[src/rtl/pin_pulse_timer_and_pwm_ramp_assert.svh]
// Assertion macros for the pin pulse timer and ramp block.
// Each macro checks on the rising edge of i_clk and is idle during reset.
`ifndef PIN_PULSE_TIMER_AND_PWM_RAMP_ASSERT_SVH
`define PIN_PULSE_TIMER_AND_PWM_RAMP_ASSERT_SVH

// Consequent must hold in the same cycle as the antecedent
`define PPT_ASSERT_SAME(lbl, ante, cons, msg) \
    lbl: assert property (@(posedge i_clk) disable iff (!i_rst_n) (ante) |-> (cons)) \
        else $error(msg);

// Consequent must hold in the cycle after the antecedent
`define PPT_ASSERT_NEXT(lbl, ante, cons, msg) \
    lbl: assert property (@(posedge i_clk) disable iff (!i_rst_n) (ante) |=> (cons)) \
        else $error(msg);

`endif

[src/rtl/ppt_pkg.sv]
package ppt_pkg;

    // Field widths
    localparam int VALUE_W    = 16;
    localparam int WVAL_W     = 17;
    localparam int PERIOD_W   = 24;
    localparam int DELAY_W    = 24;
    localparam int MODE_W     = 2;
    localparam int DIR_W      = 2;
    localparam int CFG_IDX_W  = 3;
    localparam int CFG_DATA_W = 24;

    // Ramp arithmetic: factor = scale + period, product = value * factor going up, value * scale going down
    localparam int RAMP_SCALE = 10000;
    localparam int FACT_W     = PERIOD_W + 1;
    localparam int PROD_W     = VALUE_W + FACT_W;
    // Quotient bits: large enough for the rising step, and the dividend's
    // top part stays below the smallest divisor
    localparam int QUO_W      = 28;
    localparam int CNT_W      = $clog2(QUO_W + 1);

    localparam int TICK_MS    = 10;

    // Item operations
    localparam logic OP_TICK  = 1'b0;
    localparam logic OP_WRITE = 1'b1;

    // Pin modes
    localparam logic [MODE_W-1:0] MODE_NONE    = 2'd0;
    localparam logic [MODE_W-1:0] MODE_DIGITAL = 2'd1;
    localparam logic [MODE_W-1:0] MODE_TIMER   = 2'd2;
    localparam logic [MODE_W-1:0] MODE_ANALOG  = 2'd3;

    // Run directions
    localparam logic [DIR_W-1:0] DIR_NONE = 2'd0;
    localparam logic [DIR_W-1:0] DIR_UP   = 2'd1;
    localparam logic [DIR_W-1:0] DIR_DOWN = 2'd2;

    // Configuration register indexes
    localparam logic [CFG_IDX_W-1:0] CFG_PIN_MODE        = 3'd0;
    localparam logic [CFG_IDX_W-1:0] CFG_START_DIRECTION = 3'd1;
    localparam logic [CFG_IDX_W-1:0] CFG_PERIOD          = 3'd2;
    localparam logic [CFG_IDX_W-1:0] CFG_REPEAT_ENABLE   = 3'd3;
    localparam logic [CFG_IDX_W-1:0] CFG_LOWER_BOUND     = 3'd4;
    localparam logic [CFG_IDX_W-1:0] CFG_UPPER_BOUND     = 3'd5;

endpackage

[src/rtl/ppt_if.sv]
// Input item channel: tick or write command
interface ppt_in_if import ppt_pkg::*; ();
    logic                     valid;
    logic                     ready;
    logic                     op;
    logic signed [WVAL_W-1:0] write_value;

    modport source (output valid, op, write_value, input ready);
    modport sink   (input valid, op, write_value, output ready);
endinterface

// Result item channel
interface ppt_out_if import ppt_pkg::*; ();
    logic               valid;
    logic               ready;
    logic               pin_written;
    logic [VALUE_W-1:0] pin_value;
    logic               error;

    modport source (output valid, pin_written, pin_value, error, input ready);
    modport sink   (input valid, pin_written, pin_value, error, output ready);
endinterface

// Configuration write channel
interface ppt_cfg_if import ppt_pkg::*; ();
    logic                  valid;
    logic                  ready;
    logic [CFG_IDX_W-1:0]  index;
    logic [CFG_DATA_W-1:0] data;

    modport source (output valid, index, data, input ready);
    modport sink   (input valid, index, data, output ready);
endinterface

[src/rtl/ppt_div.sv]
module ppt_div import ppt_pkg::*; (
    input  logic              i_clk,
    input  logic              i_rst_n,
    input  logic              i_start,
    input  logic [PROD_W-1:0] i_dividend,
    input  logic [FACT_W-1:0] i_divisor,
    output logic              o_busy,
    output logic [QUO_W-1:0]  o_quotient
);

    logic [FACT_W-1:0] r_rem;
    logic [QUO_W-1:0]  r_quo;
    logic [CNT_W-1:0]  r_cnt;
    logic              r_busy;

    logic [FACT_W:0]   trial;
    logic [FACT_W:0]   divisor_ext;
    logic              fits;
    logic [FACT_W:0]   diff;
    logic [FACT_W-1:0] n_rem;

    // Restoring step: bring in one dividend bit, subtract when it fits
    always_comb begin
        trial       = {r_rem, r_quo[QUO_W-1]};
        divisor_ext = {1'b0, i_divisor};
        fits        = (trial >= divisor_ext);
        diff        = trial - divisor_ext;
        n_rem       = fits ? diff[FACT_W-1:0] : trial[FACT_W-1:0];
    end

    // Sequence control
    always_ff @(posedge i_clk) begin
        if (!i_rst_n) begin
            r_busy <= 1'b0;
            r_cnt  <= '0;
        end else if (i_start) begin
            r_busy <= 1'b1;
            r_cnt  <= CNT_W'(QUO_W);
        end else if (r_busy) begin
            r_cnt <= r_cnt - 1'b1;
            if (r_cnt == CNT_W'(1)) begin
                r_busy <= 1'b0;
            end
        end
    end

    // Remainder and quotient shift register
    always_ff @(posedge i_clk) begin
        if (i_start) begin
            r_rem <= FACT_W'(i_dividend[PROD_W-1:QUO_W]);
            r_quo <= i_dividend[QUO_W-1:0];
        end else if (r_busy) begin
            r_rem <= n_rem;
            r_quo <= {r_quo[QUO_W-2:0], fits};
        end
    end

    assign o_busy     = r_busy;
    assign o_quotient = r_quo;

endmodule

[src/rtl/pin_pulse_timer_and_pwm_ramp.sv]
// One output pin driven by ticks and write commands. Every accepted item
// gives exactly one result item. A write, or a tick that does not step the
// ramp, is decoded and stored in the output register from the execute state
// once that register is free. A ramp step passes in order through decode,
// the 16 x 25 bit multiplier, loading the divider, the divide state (28
// one-bit restoring steps, then seeing the divider finish) and a final
// state that clamps the result and stores it once the output register is
// free. The input is ready only between items, but a result may still wait
// in the output register while the next item is taken; the result of that
// next item then waits until the output register is free. Configuration
// writes are taken in any cycle and must only be made while the block is
// idle.
module pin_pulse_timer_and_pwm_ramp import ppt_pkg::*; (
    input  logic i_clk,
    input  logic i_rst_n,
    ppt_in_if.sink    i_in,
    ppt_out_if.source o_out,
    ppt_cfg_if.sink   i_cfg
);

    localparam logic [2:0] S_IDLE = 3'd0;
    localparam logic [2:0] S_EXEC = 3'd1;
    localparam logic [2:0] S_MUL  = 3'd2;
    localparam logic [2:0] S_LOAD = 3'd3;
    localparam logic [2:0] S_DIV  = 3'd4;
    localparam logic [2:0] S_FIN  = 3'd5;

    // Configuration registers
    logic [MODE_W-1:0]   r_mode;
    logic                r_start_dir;
    logic [PERIOD_W-1:0] r_period;
    logic                r_repeat;
    logic [VALUE_W-1:0]  r_lower;
    logic [VALUE_W-1:0]  r_upper;

    // Pin state
    logic [DIR_W-1:0]    r_dir,   n_dir;
    logic [DELAY_W-1:0]  r_delay, n_delay;
    logic [VALUE_W-1:0]  r_cur,   n_cur;

    // Sequencer and held item
    logic [2:0]               r_state, n_state;
    logic                     r_op;
    logic signed [WVAL_W-1:0] r_wval;

    // Arithmetic path
    logic [FACT_W-1:0] factor;
    logic [FACT_W-1:0] mul_b;
    logic [PROD_W-1:0] mul_prod;
    logic [PROD_W-1:0] r_prod;
    logic [FACT_W-1:0] r_divisor;
    logic              div_busy;
    logic [QUO_W-1:0]  div_quo;

    // Output register
    logic               r_out_valid;
    logic               r_out_written;
    logic [VALUE_W-1:0] r_out_value;
    logic               r_out_err;

    logic               res_written;
    logic               res_err;
    logic               in_acc;
    logic               out_free;
    logic               ramp_step;
    logic               commit;
    logic [DELAY_W-1:0] delay_sub;
    logic               wval_neg;
    logic               wval_nz;

    assign in_acc   = i_in.valid && i_in.ready;
    assign out_free = !r_out_valid || o_out.ready;
    assign i_in.ready  = (r_state == S_IDLE);
    assign i_cfg.ready = 1'b1;

    // Configuration writes
    always_ff @(posedge i_clk) begin
        if (!i_rst_n) begin
            r_mode      <= MODE_NONE;
            r_start_dir <= 1'b0;
            r_period    <= '0;
            r_repeat    <= 1'b0;
            r_lower     <= '0;
            r_upper     <= '0;
        end else if (i_cfg.valid) begin
            case (i_cfg.index)
                CFG_PIN_MODE:        r_mode      <= i_cfg.data[MODE_W-1:0];
                CFG_START_DIRECTION: r_start_dir <= i_cfg.data[0];
                CFG_PERIOD:          r_period    <= i_cfg.data[PERIOD_W-1:0];
                CFG_REPEAT_ENABLE:   r_repeat    <= i_cfg.data[0];
                CFG_LOWER_BOUND:     r_lower     <= i_cfg.data[VALUE_W-1:0];
                CFG_UPPER_BOUND:     r_upper     <= i_cfg.data[VALUE_W-1:0];
                default: ;
            endcase
        end
    end

    // Decide whether this tick is a ramp step for the divider
    assign ramp_step = (r_op == OP_TICK) && (r_mode == MODE_ANALOG)
                       && (r_upper > r_lower) && (r_period != '0)
                       && (r_dir != DIR_NONE);

    assign delay_sub = r_delay - DELAY_W'(TICK_MS);
    assign wval_neg  = r_wval[WVAL_W-1];
    assign wval_nz   = (r_wval != '0);

    // Work out the effect of the held item on the pin
    always_comb begin
        n_dir       = r_dir;
        n_delay     = r_delay;
        n_cur       = r_cur;
        res_written = 1'b0;
        res_err     = 1'b0;
        if (r_state == S_FIN) begin
            // Clamp the ramp result and turn, or stop, at the bounds
            res_written = 1'b1;
            if (r_dir == DIR_UP) begin
                if (div_quo >= QUO_W'(r_upper)) begin
                    n_cur = r_upper;
                    n_dir = DIR_DOWN;
                end else begin
                    n_cur = div_quo[VALUE_W-1:0];
                end
            end else begin
                if (div_quo <= QUO_W'(r_lower)) begin
                    n_cur = r_lower;
                    n_dir = r_repeat ? DIR_UP : DIR_NONE;
                end else begin
                    n_cur = div_quo[VALUE_W-1:0];
                end
            end
        end else if (r_op == OP_WRITE) begin
            case (r_mode)
                MODE_DIGITAL: begin
                    res_written = 1'b1;
                    n_cur       = r_wval[VALUE_W-1:0];
                end
                MODE_TIMER: begin
                    res_written = 1'b1;
                    if (wval_nz) begin
                        n_cur   = VALUE_W'(r_start_dir);
                        n_delay = DELAY_W'(r_period);
                        n_dir   = r_start_dir ? DIR_DOWN : DIR_UP;
                    end else begin
                        n_cur   = VALUE_W'(!r_start_dir);
                        n_delay = '0;
                        n_dir   = DIR_NONE;
                    end
                end
                MODE_ANALOG: begin
                    res_written = 1'b1;
                    if (!wval_neg) begin
                        n_cur   = r_wval[VALUE_W-1:0];
                        n_delay = '0;
                        n_dir   = DIR_NONE;
                    end else begin
                        n_cur   = r_lower;
                        n_delay = DELAY_W'(r_period);
                        n_dir   = DIR_UP;
                    end
                end
                default: res_err = 1'b1;
            endcase
        end else if (r_mode == MODE_TIMER) begin
            // Count the delay down and flip the level when it runs out
            if ((r_dir != DIR_NONE) && (r_delay >= DELAY_W'(TICK_MS))) begin
                n_delay = delay_sub;
                if (delay_sub == '0) begin
                    res_written = 1'b1;
                    n_cur       = (r_dir == DIR_UP) ? VALUE_W'(1) : '0;
                    n_dir       = (r_dir == DIR_UP) ? DIR_DOWN : DIR_UP;
                    if (r_repeat) begin
                        n_delay = DELAY_W'(r_period);
                    end else begin
                        n_delay = '0;
                        n_dir   = DIR_NONE;
                    end
                end
            end
        end
    end

    assign commit = (((r_state == S_EXEC) && !ramp_step) || (r_state == S_FIN)) && out_free;

    // Sequencer
    always_comb begin
        n_state = r_state;
        case (r_state)
            S_IDLE: if (in_acc) n_state = S_EXEC;
            S_EXEC: begin
                if (ramp_step) begin
                    n_state = S_MUL;
                end else if (out_free) begin
                    n_state = S_IDLE;
                end
            end
            S_MUL:  n_state = S_LOAD;
            S_LOAD: n_state = S_DIV;
            S_DIV:  if (!div_busy) n_state = S_FIN;
            S_FIN:  if (out_free) n_state = S_IDLE;
            default: n_state = S_IDLE;
        endcase
    end

    always_ff @(posedge i_clk) begin
        if (!i_rst_n) begin
            r_state <= S_IDLE;
            r_dir   <= DIR_NONE;
            r_delay <= '0;
            r_cur   <= '0;
        end else begin
            r_state <= n_state;
            if (commit) begin
                r_dir   <= n_dir;
                r_delay <= n_delay;
                r_cur   <= n_cur;
            end
        end
    end

    // Hold the accepted item
    always_ff @(posedge i_clk) begin
        if (in_acc) begin
            r_op   <= i_in.op;
            r_wval <= i_in.write_value;
        end
    end

    // Multiply: value * factor going up, value * scale going down
    assign factor   = FACT_W'(RAMP_SCALE) + FACT_W'(r_period);
    assign mul_b    = (r_dir == DIR_UP) ? factor : FACT_W'(RAMP_SCALE);
    assign mul_prod = PROD_W'(r_cur) * PROD_W'(mul_b);

    always_ff @(posedge i_clk) begin
        if (r_state == S_MUL) begin
            r_prod    <= mul_prod;
            r_divisor <= (r_dir == DIR_UP) ? FACT_W'(RAMP_SCALE) : factor;
        end
    end

    ppt_div u_div (
        .i_clk      (i_clk),
        .i_rst_n    (i_rst_n),
        .i_start    (r_state == S_LOAD),
        .i_dividend (r_prod),
        .i_divisor  (r_divisor),
        .o_busy     (div_busy),
        .o_quotient (div_quo)
    );

    // Output register
    always_ff @(posedge i_clk) begin
        if (!i_rst_n) begin
            r_out_valid <= 1'b0;
        end else if (commit) begin
            r_out_valid <= 1'b1;
        end else if (o_out.ready) begin
            r_out_valid <= 1'b0;
        end
    end

    always_ff @(posedge i_clk) begin
        if (commit) begin
            r_out_written <= res_written;
            r_out_value   <= res_written ? n_cur : '0;
            r_out_err     <= res_err;
        end
    end

    assign o_out.valid       = r_out_valid;
    assign o_out.pin_written = r_out_written;
    assign o_out.pin_value   = r_out_value;
    assign o_out.error       = r_out_err;

`include "pin_pulse_timer_and_pwm_ramp_assert.svh"

    `PPT_ASSERT_SAME(a_err_no_drive, o_out.valid && o_out.error, !o_out.pin_written, "error result drove the pin")
    `PPT_ASSERT_SAME(a_idle_zero, o_out.valid && !o_out.pin_written, o_out.pin_value == '0, "undriven result carries a value")
    `PPT_ASSERT_NEXT(a_accept_exec, in_acc, r_state == S_EXEC, "accepted item not decoded")
    `PPT_ASSERT_SAME(a_div_in_div, div_busy, r_state == S_DIV, "divider busy outside divide state")

endmodule

[src/flat_wrapper.sv]
// flat-port wrapper written by rule: the top's interface ports become plain ports
module pin_pulse_timer_and_pwm_ramp_flat import ppt_pkg::*;
  (i_clk, i_rst_n, i_in_valid, i_in_op, i_in_write_value, i_in_ready, o_out_valid, o_out_pin_written, o_out_pin_value, o_out_error, o_out_ready, i_cfg_valid, i_cfg_index, i_cfg_data, i_cfg_ready);
  ppt_in_if i_in_i ();
  ppt_out_if o_out_i ();
  ppt_cfg_if i_cfg_i ();
  input  logic i_clk;
  input  logic i_rst_n;
  input wire logic [$bits(i_in_i.valid)-1:0] i_in_valid;
  input wire logic [$bits(i_in_i.op)-1:0] i_in_op;
  input wire logic [$bits(i_in_i.write_value)-1:0] i_in_write_value;
  output wire logic [$bits(i_in_i.ready)-1:0] i_in_ready;
  output wire logic [$bits(o_out_i.valid)-1:0] o_out_valid;
  output wire logic [$bits(o_out_i.pin_written)-1:0] o_out_pin_written;
  output wire logic [$bits(o_out_i.pin_value)-1:0] o_out_pin_value;
  output wire logic [$bits(o_out_i.error)-1:0] o_out_error;
  input wire logic [$bits(o_out_i.ready)-1:0] o_out_ready;
  input wire logic [$bits(i_cfg_i.valid)-1:0] i_cfg_valid;
  input wire logic [$bits(i_cfg_i.index)-1:0] i_cfg_index;
  input wire logic [$bits(i_cfg_i.data)-1:0] i_cfg_data;
  output wire logic [$bits(i_cfg_i.ready)-1:0] i_cfg_ready;
  assign i_in_i.valid = i_in_valid;
  assign i_in_i.op = i_in_op;
  assign i_in_i.write_value = i_in_write_value;
  assign i_in_ready = i_in_i.ready;
  assign o_out_valid = o_out_i.valid;
  assign o_out_pin_written = o_out_i.pin_written;
  assign o_out_pin_value = o_out_i.pin_value;
  assign o_out_error = o_out_i.error;
  assign o_out_i.ready = o_out_ready;
  assign i_cfg_i.valid = i_cfg_valid;
  assign i_cfg_i.index = i_cfg_index;
  assign i_cfg_i.data = i_cfg_data;
  assign i_cfg_ready = i_cfg_i.ready;
  pin_pulse_timer_and_pwm_ramp u_core (.i_clk(i_clk), .i_rst_n(i_rst_n), .i_in(i_in_i), .o_out(o_out_i), .i_cfg(i_cfg_i));
endmodule
[config.mk]
export PLATFORM = sky130hd
export DESIGN_NAME = pin_pulse_timer_and_pwm_ramp_flat
export DESIGN_NICKNAME = d
export VERILOG_FILES = /design/src/rtl/ppt_pkg.sv /design/src/rtl/ppt_if.sv /design/src/rtl/ppt_div.sv /design/src/rtl/pin_pulse_timer_and_pwm_ramp.sv /design/src/flat_wrapper.sv
export VERILOG_INCLUDE_DIRS = /design/src /design/src/rtl
export SDC_FILE = /design/constraint.sdc
export NUM_CORES = 2
export LEC_CHECK = 0
export ABC_AREA = 1
export BUFFER_PORTS_ARGS = -buffer_cell sky130_fd_sc_hd__buf_2
export CAP_MARGIN = 40
export CORE_MARGIN = 3
export CORE_UTILIZATION = 25
export DETAILED_ROUTE_END_ITERATION = 12
export SYNTH_ARGS = -nofsm -noshare
export SYNTH_HDL_FRONTEND = slang
export SYNTH_SLANG_ARGS = --single-unit
[constraint.sdc]
create_clock -name i_clk -period 7.85 [get_ports i_clk]
set_input_delay 1.57 -clock i_clk [delete_from_list [all_inputs] [get_ports i_clk]]
set_output_delay 1.57 -clock i_clk [all_outputs]
set_load 0.1 [all_outputs]
==> impl_metrics.toml <==
[status]
status = "finished clean"

[route]
drt_iter0_drc = 2314
routed_via_density = 4.69
wl_per_cell_microns = 17.8
drt_wl_total_microns = 90600
drc_errors = 0
num_vias = 23900
first_pass_iters = 6
postRouteAntennaNets = 0

[place]
gp_congestion = 0.939
dp.cells = 5045
dp_hpwl_microns = 72400
portBuffers = 69

[power]
intPower_w = 0.00270
p_sw_w = 0.00140
vdd_ir_drop_max_mv = 0.126
leakagePower_nw = 14.4
p_comb_share_pct = 27.4
seqPwrFrac_pct = 37.9
pwr_density_cell_mw_per_mm2 = 130
p_clk_share_pct = 34.7
p_sw_share_pct = 34.2

[grt]
gr-total-overflow = 0
grt_usage_pct = 15.2
grt_pass1_wl_microns = 139000
antenna_found_initial = 0
grt_max_degree = 83
grt_pass1_vias = 23600

[setup_path]
cpMostUsedCell = "inv_1"
critPathMaxStageDelay_ns = 0.56
critPathRequiredTime_ns = 8.17
path_class = "reg -> reg"
cp_num_buf_inv = 8
cp.arrival_ns = 7.75
worst_path_max_delay_cell = "fa_1"
critPathTopFamily = "adder cells"
cp_max_fo = 12
cp-end-kind = "flop"
cp-start-kind = "flop"

[cts]
cts_tree = "done"
cts.clk_slew.worst_paths_ns = 0.06
clock_sinks = 267
clk_path_buf_depth = 3
cts.root.buffer_cell = "clkbuf_16"
ctsHoldBuffers = 0
clkLatencyLatePin_ns = 0.60
cts_inserted_buffers = 30
h-tree-depth = 1

[final_layout]
stdcell_count = 5102
nFillCells = 11800
layout.nets = 4166
syn_to_final_growth_pct = 12.8
regArea_sq_mm = 0.00678
diodes = 0
drive_gt1_share_pct = 7.80
multiInputGateArea_sq_mm = 0.0181

[floorplanning]
io_pins = 71
dieArea_sq_mm = 0.116
core_sq_mm = 0.110
die_w_microns = 340
start_util_pct = 25.4
die_y_microns = 340
std_cell_rows = 121

[sta]
maxSlewHeadroom_pct = 42.7
slew_viol_final = 0
holdWs_ns = 0.474
skew_ns = 0.0302
finalSetupViolCount = 0
fin_crit_sh_pct = 94.7
max_freq_mhz = 135
worst_slew_pin_slew_ns = 0.856
fin_crit_ns = 7.43
finalHoldViolations = 0

[logic_synthesis]
synth_cells = 3537
synth.distinct_cells = 56
synth.most_common_cell = "inv_1"
synth_top_family_by_area = "adder cells"
synth-edff-count = 143
synthesis.area_sq_mm = 0.0279
synthTopCellsByArea = "fa_1, edfxtp_1, inv_1"
synthAdderAreaFrac_pct = 31.7
ys_top_cells_by_count = "inv_1, nand2_1, nor2_1"
yosysSeqAreaShare_pct = 24.3
syn_nets = 4101
syn_avg_cell_area_sq_um = 7.90
yosys-mux-area-fraction_pct = 0
synth_top_cell_by_area = "fa_1"
ys_async_sr_fraction_pct = 0
synth_ff_type = "edfxtp_1"
ys_ff_latch = 267
synth_compound_area_share_pct = 12.0
synth_top_area_share_pct = 23.0
synth_warnings = 0
synth_xor_area_share_pct = 2.48
synthSimpleGateAreaFrac_pct = 18.3

[flow_run]
cap_violations = 0

[min_path]
min_path_type = "reg -> reg"
[final timing paths]
| path | from | end | slack (ns) | cells after the start |
|---|---|---|---|---|
| setup / recovery | u_core.r_period[5] | u_core.r_prod[39] | 0.42 | 35 |
| hold / removal | u_core.u_div.r_rem[19] | u_core.u_div.r_rem[19] | 0.47 | 2 |
| setup reg to reg | u_core.r_period[5] | u_core.r_prod[39] | 0.42 | 35 |
| hold reg to reg | u_core.u_div.r_rem[19] | u_core.u_div.r_rem[19] | 0.47 | 2 |
[power by group through the flow]
stage,combinational [W],sequential [W],clock (W)
4_1_cts,0.00112,0.00155,0.00145
6_report,0.00112,0.00156,0.00142
2_1_floorplan,0.000739,0.00161,0
3_5_place_dp,0.00111,0.00158,0
5_1_grt,0.00126,0.00156,0.00150
3_3_place_gp,0.00110,0.00158,0
[cell usage in the layout, fill, tap and decap left out, types with 5 or more instances in the layout]
cell type     n
buf_4        85
and3_1       10
o211ai_1     23
nand2_1     662
nor2_4        5
nor2_1      339
buf_16        5
a31oi_1      16
buf_2        69
clkinvlp_4    5
a211oi_1      5
xnor2_1      27
fa_1        321
o21a_1        5
ha_1        191
edfxtp_1    143
xor2_1       51
o221ai_1     11
a21oi_1     268
inv_1       677
nand2_2       9
clkinv_1     18
nand4_1      35
inv_2         9
a22oi_1      14
o21ai_0     206
clkinv_2      6
dfxtp_1     123
o21bai_1      7
a21o_1        5
nor2_2       24
o21ai_1      22
nand3_1     106
clkbuf_16    30
nor3_1       26
nor4_1        8
[cell families after synthesis]
kind of cell,count (synthesis)
buf+inv,832
other cells,1
simple gates,1236
compound gates,608
flops,267
fa+ha+maj,514
xor+xnor,79
[worst min-delay path: stages, from the launching register on]
cell	delay, ns
dfxtp_1	0.32
nand2_1	0.06
nand2_1	0.04
[layer usage]
layer / share of wire (%) / global-route usage, % / vias up
met3: 7.5 / 1.90 / 130
met5: 0 / 0 / -
li1: - / - / 11300
met4: 2.8 / 4.20 / 0
met2: 46 / 25.1 / 907
met1: 43 / 21.0 / 11600
[area by class of cell]
class	count	share of cell area, %
clock inverter	22	0.715
inverter	702	8.39
timing repair buffer	163	3.76
sequential	267	21.5
clock buffer	34	2.43
multi-input combinational	2438	57.3
tap	1476	5.86
[per-stage QoR]
step                      instance area (sq um)  setup TNS, ns  utilization, %  setup slack (ns)  power [W]
after floorplan                           27900              0               -              1.05    0.00235
after global placement                    30300              0            27.5             0.170    0.00268
after detailed placement                  30400              0            27.7             0.175    0.00269
after CTS                                 31400              0            28.6             0.130    0.00412
after global routing                      31500       -0.00196            28.7          -0.00196    0.00432
final                                     31500              0            28.7             0.420    0.00410
[registers in the layout, summed over array words and instances, names as in the netlist, 3 cells and up]
register                 flops
u_core.o_out.pin_value      16
u_core.r_cur                16
u_core.r_delay              24
u_core.r_divisor            25
u_core.r_lower              16
u_core.r_period             24
u_core.r_prod               41
u_core.r_state               3
u_core.r_upper              16
u_core.r_wval               17
u_core.u_div.o_quotient     28
u_core.u_div.r_cnt           5
u_core.u_div.r_rem          25
[repair_timing]
| item | 4_1_cts | 5_1_grt |
|---|---|---|
| setup endpoints to repair | 0 | 11 |
| resized for setup | 0 | 19 |
| setup buffers | 0 | 1 |
No activity file was read; power rests on OpenSTA's default activity.
